[config.mk]
export PLATFORM = sky130hd
export DESIGN_NAME = led_mode_blink_controller_core
export DESIGN_NICKNAME = d
export VERILOG_FILES = /design/src/rtl/lmbc_pkg.sv /design/src/rtl/lmbc_entry_mem.sv /design/src/rtl/lmbc_seq.sv /design/src/rtl/led_mode_blink_controller_core.sv
export SDC_FILE = /design/constraint.sdc
export NUM_CORES = 1
export LEC_CHECK = 0
export BUFFER_PORTS_ARGS = -buffer_cell sky130_fd_sc_hd__buf_2
export CAP_MARGIN = 40
export CORE_MARGIN = 1.5
export CORE_UTILIZATION = 55
export CTS_CLUSTER_SIZE = 10
export DETAILED_ROUTE_END_ITERATION = 6
export GPL_TIMING_DRIVEN = 0
export HOLD_SLACK_MARGIN = 0.05
export PLACE_DENSITY_LB_ADDON = 0.25
export SLEW_MARGIN = 20
export SYNTH_ARGS = -nofsm -noshare
export SYNTH_HDL_FRONTEND = slang
export SYNTH_SLANG_ARGS = --single-unit
[constraint.sdc]
create_clock -name clk_i -period 11.6 [get_ports clk_i]
set_input_delay 1.74 -clock clk_i [delete_from_list [all_inputs] [get_ports clk_i]]
set_output_delay 1.74 -clock clk_i [all_outputs]
set_load 0.02 [all_outputs]
[src/rtl/lmbc_pkg.sv]
package lmbc_pkg;

  // LED counts: mono LEDs first, then the exclusive color group
  localparam int NUM_MONO_LEDS  = 6;
  localparam int NUM_COLOR_LEDS = 3;
  localparam int LED_TOTAL      = NUM_MONO_LEDS + NUM_COLOR_LEDS;
  localparam int IDX_W          = (LED_TOTAL > 1) ? $clog2(LED_TOTAL) : 1;
  localparam int BLUE_LED       = LED_TOTAL - 1;
  localparam int MASK_W         = 9;

  // Time indicator LED positions
  localparam int IND_10 = 2;
  localparam int IND_30 = 3;
  localparam int IND_60 = 4;

  localparam logic [31:0] DEFAULT_PERIOD = 32'd500;
  localparam logic [15:0] ALL_INDICATORS = 16'hFF;
  localparam logic [15:0] MINUTES_60     = 16'd60;
  localparam logic [15:0] MINUTES_30     = 16'd30;
  localparam logic [15:0] MINUTES_10     = 16'd10;

  typedef enum logic [1:0] {
    OP_SET_MODE = 2'd0,
    OP_TICK     = 2'd1,
    OP_TIME_SEL = 2'd2,
    OP_READ     = 2'd3
  } op_e;

  typedef enum logic [1:0] {
    MODE_OFF   = 2'd0,
    MODE_ON    = 2'd1,
    MODE_BLINK = 2'd2
  } mode_e;

  typedef struct packed {
    op_e         operation;
    logic [3:0]  led_sel;
    logic [1:0]  mode_code;
    logic [31:0] blink_interval;
    logic [15:0] minutes;
    logic [31:0] now_ms;
  } item_t;

  typedef struct packed {
    logic [MASK_W-1:0] lit_mask;
    logic              read_value;
  } result_t;

  // One LED entry of the state memory
  typedef struct packed {
    mode_e       mode;
    logic [31:0] period;
    logic [31:0] deadline;
  } entry_t;

  // Memory access request from the sequencer
  typedef struct packed {
    logic             rd_en;
    logic [IDX_W-1:0] rd_addr;
    logic             wr_en;
    logic [IDX_W-1:0] wr_addr;
    entry_t           wr_data;
  } mem_req_t;

  // Reset contents of an entry: blue LED on, everything else off
  function automatic entry_t reset_entry(logic [IDX_W-1:0] idx);
    entry_t e;
    e.mode     = (int'(idx) == BLUE_LED) ? MODE_ON : MODE_OFF;
    e.period   = DEFAULT_PERIOD;
    e.deadline = 32'd0;
    return e;
  endfunction

  // Set one LED; a color LED first darkens its whole group
  function automatic logic [LED_TOTAL-1:0] drive(logic [LED_TOTAL-1:0] lit,
                                                 logic [IDX_W-1:0] idx,
                                                 logic on);
    logic [LED_TOTAL-1:0] res;
    res = lit;
    if (int'(idx) < NUM_MONO_LEDS) begin
      res[idx] = on;
    end else if (int'(idx) < LED_TOTAL) begin
      for (int k = NUM_MONO_LEDS; k < LED_TOTAL; k++) begin
        res[k] = 1'b0;
      end
      res[idx] = on;
    end
    return res;
  endfunction

  // Fit the lit bits to the output mask width
  function automatic logic [MASK_W-1:0] to_mask(logic [LED_TOTAL-1:0] lit);
    logic [LED_TOTAL+MASK_W-1:0] wide;
    wide = {{MASK_W{1'b0}}, lit};
    return wide[MASK_W-1:0];
  endfunction

endpackage

[src/rtl/lmbc_entry_mem.sv]
module lmbc_entry_mem (
  input  logic              clk_i,
  input  logic              rst_ni,
  input  lmbc_pkg::mem_req_t req_i,
  output lmbc_pkg::entry_t   rdata_o
);
  import lmbc_pkg::*;

  entry_t               mem_q [LED_TOTAL];
  logic [LED_TOTAL-1:0] vld_q;
  entry_t               rdata_q;
  logic [IDX_W-1:0]     raddr_q;
  logic                 rvld_q;

  // Write port and registered read port
  always_ff @(posedge clk_i) begin
    if (req_i.wr_en) begin
      mem_q[req_i.wr_addr] <= req_i.wr_data;
    end
    if (req_i.rd_en) begin
      rdata_q <= mem_q[req_i.rd_addr];
      raddr_q <= req_i.rd_addr;
    end
  end

  // Track written entries; unwritten ones read as reset contents
  always_ff @(posedge clk_i or negedge rst_ni) begin
    if (!rst_ni) begin
      vld_q  <= '0;
      rvld_q <= 1'b0;
    end else begin
      if (req_i.wr_en) begin
        vld_q[req_i.wr_addr] <= 1'b1;
      end
      if (req_i.rd_en) begin
        rvld_q <= vld_q[req_i.rd_addr];
      end
    end
  end

  assign rdata_o = rvld_q ? rdata_q : reset_entry(raddr_q);

endmodule

[src/rtl/lmbc_seq.sv]
module lmbc_seq (
  input  logic               clk_i,
  input  logic               rst_ni,
  input  logic               start_i,
  input  lmbc_pkg::item_t    item_i,
  output logic               busy_o,
  output logic               done_o,
  output lmbc_pkg::result_t  result_o,
  output lmbc_pkg::mem_req_t mem_req_o,
  input  lmbc_pkg::entry_t   mem_rdata_i
);
  import lmbc_pkg::*;

  localparam int TS_LO = IND_10;
  localparam int TS_HI = (NUM_MONO_LEDS > IND_60) ? IND_60 : NUM_MONO_LEDS - 1;
  localparam bit TS_EN = (NUM_MONO_LEDS > IND_10);

  typedef enum logic {
    ST_IDLE,
    ST_RUN
  } state_e;

  state_e               state_q;
  item_t                item_q;
  logic [IDX_W-1:0]     rd_ptr_q;
  logic [IDX_W-1:0]     hi_q;
  logic                 rd_act_q;
  logic                 wr_act_q;
  logic [IDX_W-1:0]     wr_idx_q;
  logic [LED_TOTAL-1:0] lit_q;
  logic                 done_q;
  result_t              result_q;

  logic                 accept;
  logic                 rng_act;
  logic [IDX_W-1:0]     rng_lo;
  logic [IDX_W-1:0]     rng_hi;
  entry_t               upd;
  logic [LED_TOTAL-1:0] lit_d;
  logic [31:0]          period_sel;
  logic [31:0]          add_b;
  logic [31:0]          sum;
  logic [31:0]          diff;
  logic                 ind_a;
  logic                 ind_b;
  logic                 ind_c;
  logic                 ind_on;
  logic [LED_TOTAL+15:0] lit_wide;

  assign accept = start_i && (state_q == ST_IDLE);
  assign busy_o = (state_q != ST_IDLE);

  // Pick the range of entries an item walks
  always_comb begin
    rng_act = 1'b0;
    rng_lo  = '0;
    rng_hi  = '0;
    unique case (item_i.operation)
      OP_SET_MODE: begin
        rng_act = (int'(item_i.led_sel) < LED_TOTAL);
        rng_lo  = IDX_W'(item_i.led_sel);
        rng_hi  = IDX_W'(item_i.led_sel);
      end
      OP_TICK: begin
        rng_act = 1'b1;
        rng_lo  = '0;
        rng_hi  = IDX_W'(BLUE_LED);
      end
      OP_TIME_SEL: begin
        rng_act = TS_EN;
        rng_lo  = IDX_W'(TS_LO);
        rng_hi  = IDX_W'(TS_HI);
      end
      OP_READ: begin
        rng_act = 1'b0;
      end
      default: begin
        rng_act = 1'b0;
      end
    endcase
  end

  // Decode the time indicator selection
  always_comb begin
    ind_a = 1'b0;
    ind_b = 1'b0;
    ind_c = 1'b0;
    priority if (item_q.minutes == ALL_INDICATORS) begin
      ind_a = 1'b1;
      ind_b = 1'b1;
      ind_c = 1'b1;
    end else if (item_q.minutes >= MINUTES_60) begin
      ind_c = 1'b1;
    end else if (item_q.minutes >= MINUTES_30) begin
      ind_b = 1'b1;
    end else if (item_q.minutes >= MINUTES_10) begin
      ind_a = 1'b1;
    end else begin
      // below ten minutes: every indicator stays dark
      ind_a = 1'b0;
    end
    if (int'(wr_idx_q) == IND_10) begin
      ind_on = ind_a;
    end else if (int'(wr_idx_q) == IND_30) begin
      ind_on = ind_b;
    end else begin
      ind_on = ind_c;
    end
  end

  // Modify the entry read last cycle and the lit bits
  assign period_sel = (item_q.blink_interval == 32'd0) ? DEFAULT_PERIOD
                                                       : item_q.blink_interval;
  assign add_b = (item_q.operation == OP_TICK) ? mem_rdata_i.period : period_sel;
  assign sum   = item_q.now_ms + add_b;
  assign diff  = item_q.now_ms - mem_rdata_i.deadline;

  always_comb begin
    upd   = mem_rdata_i;
    lit_d = lit_q;
    unique case (item_q.operation)
      OP_SET_MODE: begin
        if (item_q.mode_code == MODE_BLINK) begin
          upd.mode     = MODE_BLINK;
          upd.period   = period_sel;
          upd.deadline = sum;
          lit_d        = drive(lit_q, wr_idx_q, 1'b1);
        end else if (item_q.mode_code == MODE_ON) begin
          upd.mode = MODE_ON;
          lit_d    = drive(lit_q, wr_idx_q, 1'b1);
        end else begin
          upd.mode = MODE_OFF;
          lit_d    = drive(lit_q, wr_idx_q, 1'b0);
        end
      end
      OP_TICK: begin
        if ((mem_rdata_i.mode == MODE_BLINK) && !diff[31]) begin
          upd.deadline = sum;
          lit_d        = drive(lit_q, wr_idx_q, !lit_q[wr_idx_q]);
        end
      end
      OP_TIME_SEL: begin
        upd.mode = ind_on ? MODE_ON : MODE_OFF;
        lit_d    = drive(lit_q, wr_idx_q, ind_on);
      end
      OP_READ: begin
        upd = mem_rdata_i;
      end
      default: begin
        upd = mem_rdata_i;
      end
    endcase
  end

  // Memory requests: read ahead, write back behind
  always_comb begin
    mem_req_o.rd_en   = (state_q == ST_RUN) && rd_act_q;
    mem_req_o.rd_addr = rd_ptr_q;
    mem_req_o.wr_en   = (state_q == ST_RUN) && wr_act_q;
    mem_req_o.wr_addr = wr_idx_q;
    mem_req_o.wr_data = upd;
  end

  assign lit_wide = {16'd0, lit_q};

  // Hold state, walk entries, emit the result
  always_ff @(posedge clk_i or negedge rst_ni) begin
    if (!rst_ni) begin
      state_q  <= ST_IDLE;
      item_q   <= '0;
      rd_ptr_q <= '0;
      hi_q     <= '0;
      rd_act_q <= 1'b0;
      wr_act_q <= 1'b0;
      wr_idx_q <= '0;
      lit_q    <= drive('0, IDX_W'(BLUE_LED), 1'b1);
      done_q   <= 1'b0;
      result_q <= '0;
    end else begin
      done_q <= 1'b0;
      unique case (state_q)
        ST_IDLE: begin
          if (accept) begin
            item_q   <= item_i;
            rd_ptr_q <= rng_lo;
            hi_q     <= rng_hi;
            rd_act_q <= rng_act;
            wr_act_q <= 1'b0;
            state_q  <= ST_RUN;
          end
        end
        ST_RUN: begin
          wr_act_q <= rd_act_q;
          wr_idx_q <= rd_ptr_q;
          if (rd_act_q) begin
            if (rd_ptr_q == hi_q) begin
              rd_act_q <= 1'b0;
            end else begin
              rd_ptr_q <= rd_ptr_q + 1'b1;
            end
          end
          if (wr_act_q) begin
            lit_q <= lit_d;
          end
          if (!rd_act_q && !wr_act_q) begin
            done_q              <= 1'b1;
            result_q.lit_mask   <= to_mask(lit_q);
            result_q.read_value <= (item_q.operation == OP_READ) &&
                                   lit_wide[item_q.led_sel];
            state_q             <= ST_IDLE;
          end
        end
        default: begin
          state_q <= ST_IDLE;
        end
      endcase
    end
  end

  assign done_o   = done_q;
  assign result_o = result_q;

endmodule

[src/rtl/led_mode_blink_controller_core.sv]
// An item is taken only while the block is idle (busy_o low); the tick walks all
// nine LED entries through the state memory, one read and one write-back a cycle.
// Results are shown for one cycle on done_o; the receiver cannot stall them.
// Reset (rst_ni low, asynchronous) turns every LED off except blue, which is on,
// with every blink period at 500 ms and every deadline at zero.
module led_mode_blink_controller_core (
  input  logic              clk_i,
  input  logic              rst_ni,
  input  logic              start_i,
  input  lmbc_pkg::item_t   item_i,
  output logic              busy_o,
  output logic              done_o,
  output lmbc_pkg::result_t result_o
);
  import lmbc_pkg::*;

  mem_req_t mem_req;
  entry_t   mem_rdata;

  // Sequence items and keep the lit bits
  lmbc_seq u_seq (
    .clk_i       (clk_i),
    .rst_ni      (rst_ni),
    .start_i     (start_i),
    .item_i      (item_i),
    .busy_o      (busy_o),
    .done_o      (done_o),
    .result_o    (result_o),
    .mem_req_o   (mem_req),
    .mem_rdata_i (mem_rdata)
  );

  // Hold per-LED mode, period and deadline
  lmbc_entry_mem u_entry_mem (
    .clk_i   (clk_i),
    .rst_ni  (rst_ni),
    .req_i   (mem_req),
    .rdata_o (mem_rdata)
  );

endmodule

Word level (Yosys, flattened, before mapping)
Memories as Yosys holds them, arrays and structs flattened. A register that Yosys moved wholly into a read port is not among the register bits. Index checks and enable logic that the tools add are counted.

Order comparisons: 10. Equal/unequal tests: 21. $add $sub $neg: 3. Mux-type cells: 67. Reductions and logical operators: 20. Bitwise gates (word level): 7.

Operators by type and width (number): $mux W32 (4); $mux W9 (11); $mux W66 (1); $mux W64 (1); $pmux W32 S2 (1); $bwmux W9 (4); $add A32 B32 Y32 (1); $logic_not A32 Y1 (1); $sub A32 B32 Y32 (1); $mux W1 (28); $pmux W9 S3 (1); $or A9 B9 Y9 (2); $eq A16 B8 Y1 const B (1); $ge A16 B4 Y1 const B (1); $ge A16 B5 Y1 const B (1); $ge A16 B6 Y1 const B (1); $pmux W4 S2 (2); $bmux W1 S4 (3); $eq A2 B2 Y1 const B (6); $mux W4 (3); $pmux W4 S3 (1); $lt A4 B5 Y1 const B (2); $and A6 B9 Y9 (1); $and A9 B9 Y9 (1); other kinds (30) (49).

Memory bits (writable): 594. Memories: 1. Input port bits: 91. Register bits after elaboration: 137. Output and inout bits: 12. Word-level logic and storage cells: 148.

Memories: u_entry_mem.mem_q (depth 9, bits a word 66, read ports 1, clocked after Yosys merged registers in 1, wr ports 1, line lmbc_entry_mem.sv:9) `entry_t mem_q [LED_TOTAL];`.

Logic depth before layout (Yosys ltp)
Gate-level depths: netlist of the first run.

Depth after elaboration: 11. Depth in mapped cells: 18. Mapped depth without buffers: 16.

By module
Synthesis of the first run repeated with hierarchy kept, for this count alone.

Cell total of the unflattened synthesis: 2209. Area total of the unflattened synthesis: 34368.0 um2.

By module, submodules not included: lmbc_entry_mem (seq. area each 20189.4 um2, times used 1, area each 25060.3 um2, cells an instance 1102); lmbc_seq (seq. area each 3079.2 um2, times used 1, area each 9307.7 um2, cells an instance 1107).

Worst setup path after synthesis of the first run
OpenSTA, ideal clock, no wires.

Path kind: register to register. From: reg u_seq.state_q (netlist: u_seq.busy_o). To: reg u_entry_mem.vld_q[6]. Cell stages (with the launch flop): 5. Buffers on the path: 1. Data required time: 11507 ps. Setup slack: 5446 ps. Clock period less this slack: 6154 ps. Data arrival time: 6061 ps. Setup time: 93 ps. Cells stage by stage: dfrtp_1 clkbuf_1 nand2_1 nor3_1 or2_2.

Longest elaborated chain between the ends: 1.

Ends and longest elaborated chain: start: declaration (line lmbc_seq.sv:23) `state_e state_q;`; start signal: assignment (line lmbc_seq.sv:169) `state_q <= ST_IDLE;`; start signal: assignment (line lmbc_seq.sv:189) `state_q <= ST_RUN;`; start signal: assignment (line lmbc_seq.sv:210) `state_q <= ST_IDLE;`; $logic_and A1 B1 Y1 (line lmbc_seq.sv:159) `mem_req_o.wr_en = (state_q == ST_RUN) && wr_act_q;`; end signal: assignment (line lmbc_entry_mem.sv:29) `vld_q <= '0;`; end signal: indexed assignment (line lmbc_entry_mem.sv:33) `vld_q[req_i.wr_addr] <= 1'b1;`; end: declaration (line lmbc_entry_mem.sv:10) `logic [LED_TOTAL-1:0] vld_q;`.

No other way between the ends. A chain may end at the register's enable or synchronous reset.

==> flow_metrics.tcl, run 1 <==
set metrics [dict create \
    die_y_um 252 \
    area.growth.synth_to_final_pct 16.3 \
    yosys-top-cells-area "sky130_fd_sc_hd__edfxtp_1, sky130_fd_sc_hd__dfrtp_1, sky130_fd_sc_hd__mux4_2" \
    period_share 0.508 \
    wl_met3_mm 7.13 \
    cts.repair_timing.setup_buffer_count 0 \
    numCtsBuffers 91 \
    met2_length_mm 42.8 \
    achievable-frequency_mhz 170 \
    p_leak_nw 14.5 \
    initial_core_util 0.554 \
    yosysSeqAreaShare 0.683 \
    dominantRegCellSynth "sky130_fd_sc_hd__edfxtp_1" \
    cp_cell_sequence "inv_1 > ha_1 > inv_2 > clkbuf_1 > clkbuf_1 > nand2_1 > o21ai_0 > ha_1 > fa_1 > nand3_1 > a2111oi_0 > o21bai_1 > o21ai_1 > o41ai_1 > o21ai_1 > a31oi_1 > xor2_1 > o22ai_1" \
    synth_area_leader_cell "sky130_fd_sc_hd__edfxtp_1" \
    critical_path_arrival_ns 6.23 \
    die_area_um2 63400 \
    total_negative_setup_slack_ns 0 \
    drive_gt1_frac 0.190 \
    criticalPathCategory "reg -> reg" \
    clock_network_latency_to_the_later_pin_of_the_worst_skew_pair_ns 0.66 \
    synthDistinctLibCells 73 \
    route.detailed.vias_per_inst 6.18 \
    rsz0062_at_grt "false" \
    final-hold-violation-count 0 \
    cp_data_required_time_ns 11.94 \
    critical-path-slowest-cell "sky130_fd_sc_hd__clkbuf_1" \
    tritoncts "done" \
    first_iter_violations 2149 \
    post-place-cells 3277 \
    first_global_vias 21280 \
    top_layer_used "met4" \
    wl_per_cell_um 26.3 \
    hold_depth 0 \
    worst_path_dominant_cell_family "compound AO/OA/AOI/OAI gates" \
    grt_remaining_overflow 0 \
    syn-cell-area_um2 34000 \
    fp.coreArea_um2 61500 \
    clock_skew_ns 0.0352 \
    finalWeightedCongestion 0.964 \
    number_of_top_level_design_ports 103 \
    netlist.area_leader.share 0.586 \
    final_util 0.644 \
    cts-root-to-sink-buffers 3 \
    cts_hold_buf 0 \
    syn_inst 2304 \
    fin_nets 2772 \
    layout_min_cycle_time_ns 5.89 \
    sum_of_routed_wire_length_over_all_layers_mm 91.1 \
    synth-edff-count 664 \
    cts-root-buf "sky130_fd_sc_hd__clkbuf_16" \
    outcome "complete, no violations" \
    worst_r2r_path_depth 18 \
    vdd.ir_drop.worst_v 0.000129 \
    dpl.hpwl_mm 65.1 \
    slew_headroom 0.358 \
    critPathMaxFanout 10 \
    max_cap_viol_count 0 \
    global_route_wire_length_before_repair_mm 135 \
    synth.ff_latch_count 797 \
    drc_errors 0 \
    ys_async_sr_fraction 0.167 \
    startpoint_type "flip-flop" \
    post_cts_resize_count 0 \
    cts.clk_slew.worst_paths_ns 0.06 \
    portBuffers 102 \
    timing.final.setup_violations 0 \
    numClockSinks 797 \
    hold_path_class "reg -> reg" \
    report.final.slew_viol_count 0 \
    grt_max_degree 99 \
    cell_with_the_most_instances_after_synthesis "sky130_fd_sc_hd__edfxtp_1" \
    fp.dieW_um 252 \
    detail_route.wirelength.met1_mm 37.2 \
    synthesis.area_per_instance_um2 14.8 \
    drt_first_pass_iters 5 \
    critPathMaxStageDelay_ns 0.61 \
    grt_usage 0.292 \
    ys_warn_count 0 \
    number_of_antenna_violating_nets_in_the_routed_design 0 \
    worst_slew_pin_slew_ns 0.953 \
    cts_max_level 3 \
    grt_antenna_before_repair 2 \
    timing.critical_path.buf_inv 4 \
    count_of_inserted_antenna_diode_cells 0 \
    num_vias 21414 \
    hold_slack_ns 0.451 \
    cp.depth 18 \
    final-instance-count-excl-fill 3466 \
    power_mw 11.2 \
    placement_rows 91 \
    pwr_density_cell_nw_per_um2 283 \
    synthTopCellsByCount "sky130_fd_sc_hd__edfxtp_1, sky130_fd_sc_hd__nand2_1, sky130_fd_sc_hd__o21ai_0" \
    postSynthNetCount 2471 \
    setup.worst_path.end_class "flip-flop" \
]
[layout make-up]
class | instances | area (um^2)
buffer | 122 | 473
clock buffer | 154 | 2510
clock inverter | 10 | 131
fill | 4367 | 21900
inverter | 26 | 100
multi-input combinational | 1359 | 10300
sequential | 797 | 23300
tap | 790 | 988
timing repair buffer | 208 | 1850
[cells in the final DEF (no fill, tap or decap), types with 20 or more instances in the layout]
cell type	n
sky130_fd_sc_hd__nor3_1	22
sky130_fd_sc_hd__buf_1	20
sky130_fd_sc_hd__buf_2	139
sky130_fd_sc_hd__mux4_2	138
sky130_fd_sc_hd__a31oi_1	23
sky130_fd_sc_hd__o21ai_0	157
sky130_fd_sc_hd__dfrtp_1	132
sky130_fd_sc_hd__clkbuf_16	91
sky130_fd_sc_hd__nand2_1	497
sky130_fd_sc_hd__a21oi_1	53
sky130_fd_sc_hd__nor2_1	43
sky130_fd_sc_hd__nand3_1	31
sky130_fd_sc_hd__ha_1	75
sky130_fd_sc_hd__xnor2_1	22
sky130_fd_sc_hd__o22ai_1	27
sky130_fd_sc_hd__mux2i_1	76
sky130_fd_sc_hd__clkbuf_1	155
sky130_fd_sc_hd__edfxtp_1	664
sky130_fd_sc_hd__inv_1	24
[layer usage]
layer  vias up  GRT usage
met2       988      0.458
met4         0      0.135
met3       179     0.0392
li1       9367          -
met1     10880      0.411
met5         -          0
[state kept, by name, indices dropped and copies added, names as in the netlist]
register / cells
u_entry_mem.rvld_q: 1
u_seq.lit_q: 9
u_seq.rd_ptr_q: 4
u_seq.wr_idx_q: 4
u_seq.hi_q: 4
u_seq.item_q: 88
u_entry_mem.vld_q: 9
u_entry_mem.rdata_q: 66
u_seq.rd_act_q: 1
u_entry_mem.raddr_q: 4
u_seq.wr_act_q: 1
u_seq.busy_o: 1
u_seq.result_o: 10
u_entry_mem.mem_q: 594
u_seq.done_o: 1
[metrics by stage]
step,setup WS (ns),cell area (um^2)
final,5.71,39600
after global routing,5.29,39600
after CTS,5.55,39400
after detailed placement,5.59,36800
after global placement,0.233,35500
after floorplan,5.45,34000
[kinds of logic (layout without fill, tap and decap cells)]
kind of cell	count (synthesis)	in the layout	share of synthesized area
compound gates	349	349	0.0623
flops	797	797	0.683
simple gates	668	668	0.0813
xor+xnor	38	38	0.00978
mux	228	228	0.118
fa+ha+maj	76	76	0.0282
buf+inv	148	520	0.0168
[where the power goes]
group	total [mW]	switching (mW)	leakage [nW]	internal, mW
combinational	4.32	2.72	5.48	1.60
sequential	4.30	0.311	7.77	3.99
clock	2.59	1.12	1.26	1.48
[worst paths after layout]
| kind | slack (ns) | from | end |
|---|---|---|---|
| max | 5.71 | u_seq.item_q[87] | u_entry_mem.mem_q[3][24] |
| min | 0.45 | u_seq.rd_ptr_q[2] | u_entry_mem.raddr_q[2] |
| max reg2reg | 5.71 | u_seq.item_q[87] | u_entry_mem.mem_q[3][24] |
| min reg2reg | 0.45 | u_seq.rd_ptr_q[2] | u_entry_mem.raddr_q[2] |
| max in group asynchronous | 9.76 | rst_ni | u_seq.item_q[69] |
| min in group asynchronous | 0.99 | rst_ni | u_seq.item_q[28] |
Power figures use the tool's default switching activity.
==> inputs of run 2 (changes only) <==
clock period = 4.9 ns   (was 11.6 ns; I/O delays follow)
==> flow_metrics.tcl, run 2 (synthesis gave the netlist of run 1 again) <==
set metrics [dict create \
    number_of_antenna_violating_nets_in_the_routed_design 0 \
    numClockSinks 797 \
    cts_max_level 3 \
    timing.critical_path.buf_inv 5 \
    drt_first_pass_iters 5 \
    share_seq_of_total_power 0.379 \
    period_share 0.969 \
    drc_errors 0 \
    max_cap_viol_count 0 \
    placement_rows 91 \
    biggestRegsByFlops "u_entry_mem.mem_q x594, u_seq.item_q x88, u_entry_mem.rdata_q x66" \
    fp.dieW_um 252 \
    finalWeightedCongestion 0.956 \
    largest_register_ff_count 594 \
    achievable-frequency_mhz 211 \
    grt_max_degree 73 \
    slew_headroom 0.350 \
    hold_path_class "in -> reg" \
    critical_path_arrival_ns 5.14 \
    initial_core_util 0.554 \
    cts-root-buf "sky130_fd_sc_hd__clkbuf_16" \
    combPwrFrac 0.394 \
    critical-path-slowest-cell "sky130_fd_sc_hd__nor4_2" \
    multi_input_comb_area_um2 10500 \
    cp_data_required_time_ns 5.29 \
    p_leak_nw 14.6 \
    die_y_um 252 \
    fin_nets 2769 \
    internal_power_mw 16.9 \
    grt_remaining_overflow 0 \
    final-hold-violation-count 0 \
    first_global_vias 21300 \
    critPathMaxStageDelay_ns 0.58 \
    clock_skew_ns 0.0272 \
    nFillCells 4317 \
    timing.final.setup_violations 0 \
    grt_antenna_before_repair 0 \
    outcome "complete, no violations" \
    num_vias 21464 \
    report.final.slew_viol_count 0 \
    critPathMaxFanout 10 \
    wl_per_cell_um 26.2 \
    cts.clk_slew.worst_paths_ns 0.06 \
    first_iter_violations 2128 \
    worst_path_dominant_cell_family "compound AO/OA/AOI/OAI gates" \
    switching_share 0.371 \
    pwr_density_cell_nw_per_um2 673 \
    rsz0062_at_grt "true" \
    route.detailed.vias_per_inst 6.24 \
    clock_network_power_share 0.227 \
    drive_gt1_frac 0.206 \
    fp.coreArea_um2 61500 \
    final_util 0.649 \
    sum_of_routed_wire_length_over_all_layers_mm 90.2 \
    numCtsBuffers 91 \
    count_of_inserted_antenna_diode_cells 0 \
    cts-root-to-sink-buffers 3 \
    worst_slew_pin_slew_ns 0.965 \
    switchingPower_mw 9.95 \
    global_route_wire_length_before_repair_mm 134 \
    grt_usage 0.291 \
    dpl.hpwl_mm 63.8 \
    seqCellArea_um2 23300 \
    tritoncts "done" \
    number_of_top_level_design_ports 103 \
    area.growth.synth_to_final_pct 17.3 \
    criticalPathCategory "reg -> reg" \
    startpoint_type "flip-flop" \
    regMostFlops "u_entry_mem.mem_q" \
    portBuffers 102 \
    layout.cells.most_common "sky130_fd_sc_hd__edfxtp_1" \
    total_negative_setup_slack_ns 0 \
    setup.worst_path.end_class "flip-flop" \
    vdd.ir_drop.worst_v 0.000333 \
    layout_min_cycle_time_ns 4.75 \
    cp_cell_sequence "buf_2 > clkbuf_4 > clkbuf_4 > nand2_1 > ha_1 > nand4_1 > nor4_2 > a21boi_1 > o211ai_1 > buf_4 > a21oi_4 > nor2_4 > buf_4 > o22ai_2" \
    mostFrequentLayoutCells "sky130_fd_sc_hd__edfxtp_1, sky130_fd_sc_hd__nand2_1, sky130_fd_sc_hd__o21ai_0, sky130_fd_sc_hd__buf_2, sky130_fd_sc_hd__mux4_2" \
    clock_network_latency_to_the_later_pin_of_the_worst_skew_pair_ns 0.66 \
    die_area_um2 63400 \
]
run 2: final timing paths:
check / slack, ns / to / start / cells past startpoint
hold / removal: 0.27 / u_seq.item_q[73] / item_i[73] / 3
setup reg to reg: 0.15 / u_entry_mem.mem_q[7][18] / u_entry_mem.rvld_q / 14
setup / recovery: 0.15 / u_entry_mem.mem_q[7][18] / u_entry_mem.rvld_q / 14
min in group asynchronous: 0.64 / u_seq.item_q[10] / rst_ni / 2
hold reg to reg: 0.46 / u_entry_mem.vld_q[1] / u_entry_mem.vld_q[1] / 1
max in group asynchronous: 3.52 / u_seq.lit_q[8] / rst_ni / 3
run 2: tightest hold or removal path: cells and delay by family:
family | cells | cell delay, ns
simple gates | 2 | 0.08
buf+inv | 1 | 0.08
run 2: cell type report:
class | count | share of cell area
Multi-Input combinational cell | 1359 | 0.264
Clock buffer | 132 | 0.0622
Inverter | 26 | 0.00251
Clock inverter | 10 | 0.00345
Sequential cell | 797 | 0.583
Buffer | 122 | 0.0127
Tap cell | 790 | 0.0248
Timing Repair Buffer | 205 | 0.0477
run 2: power by group through the flow:
stage	logic, mW	registers, mW	clock network, mW
after floorplan	6.48	10.1	0
after global routing	11.5	10.3	6.42
after detailed placement	9.96	10.3	0
after global placement	9.23	10.3	0
final	10.6	10.2	6.10
after CTS	10.3	10.2	6.18
run 2: metrics by stage:
step	std cells	setup WS, ns	area [um^2]	total power [mW]	hold WS, ns
final	3441	0.151	39900	26.9	0.267
after global routing	3441	-0.0625	39900	28.2	0.259
after CTS	3422	-0.00357	39700	26.6	0.242
after detailed placement	3275	-1.30	36800	20.2	0.447
after global placement	3196	-3.05	35500	19.6	0.435
after floorplan	2304	0.468	34100	16.6	0.423
run 2: metal layers:
layer	routed length (um)	track usage
met4	3950	0.129
met2	42400	0.455
met5	0	0
met3	7070	0.0470
met1	36700	0.407
run 2: what timing repair did:
action | 4_1_cts | 5_1_grt
pin swaps | 2 | 0
gates resized for setup | 45 | 23
hold buffers | 1 | 0
hold endpoints to repair | 7 | 0
setup endpoints to repair | 297 | 216
setup buffers | 4 | 0
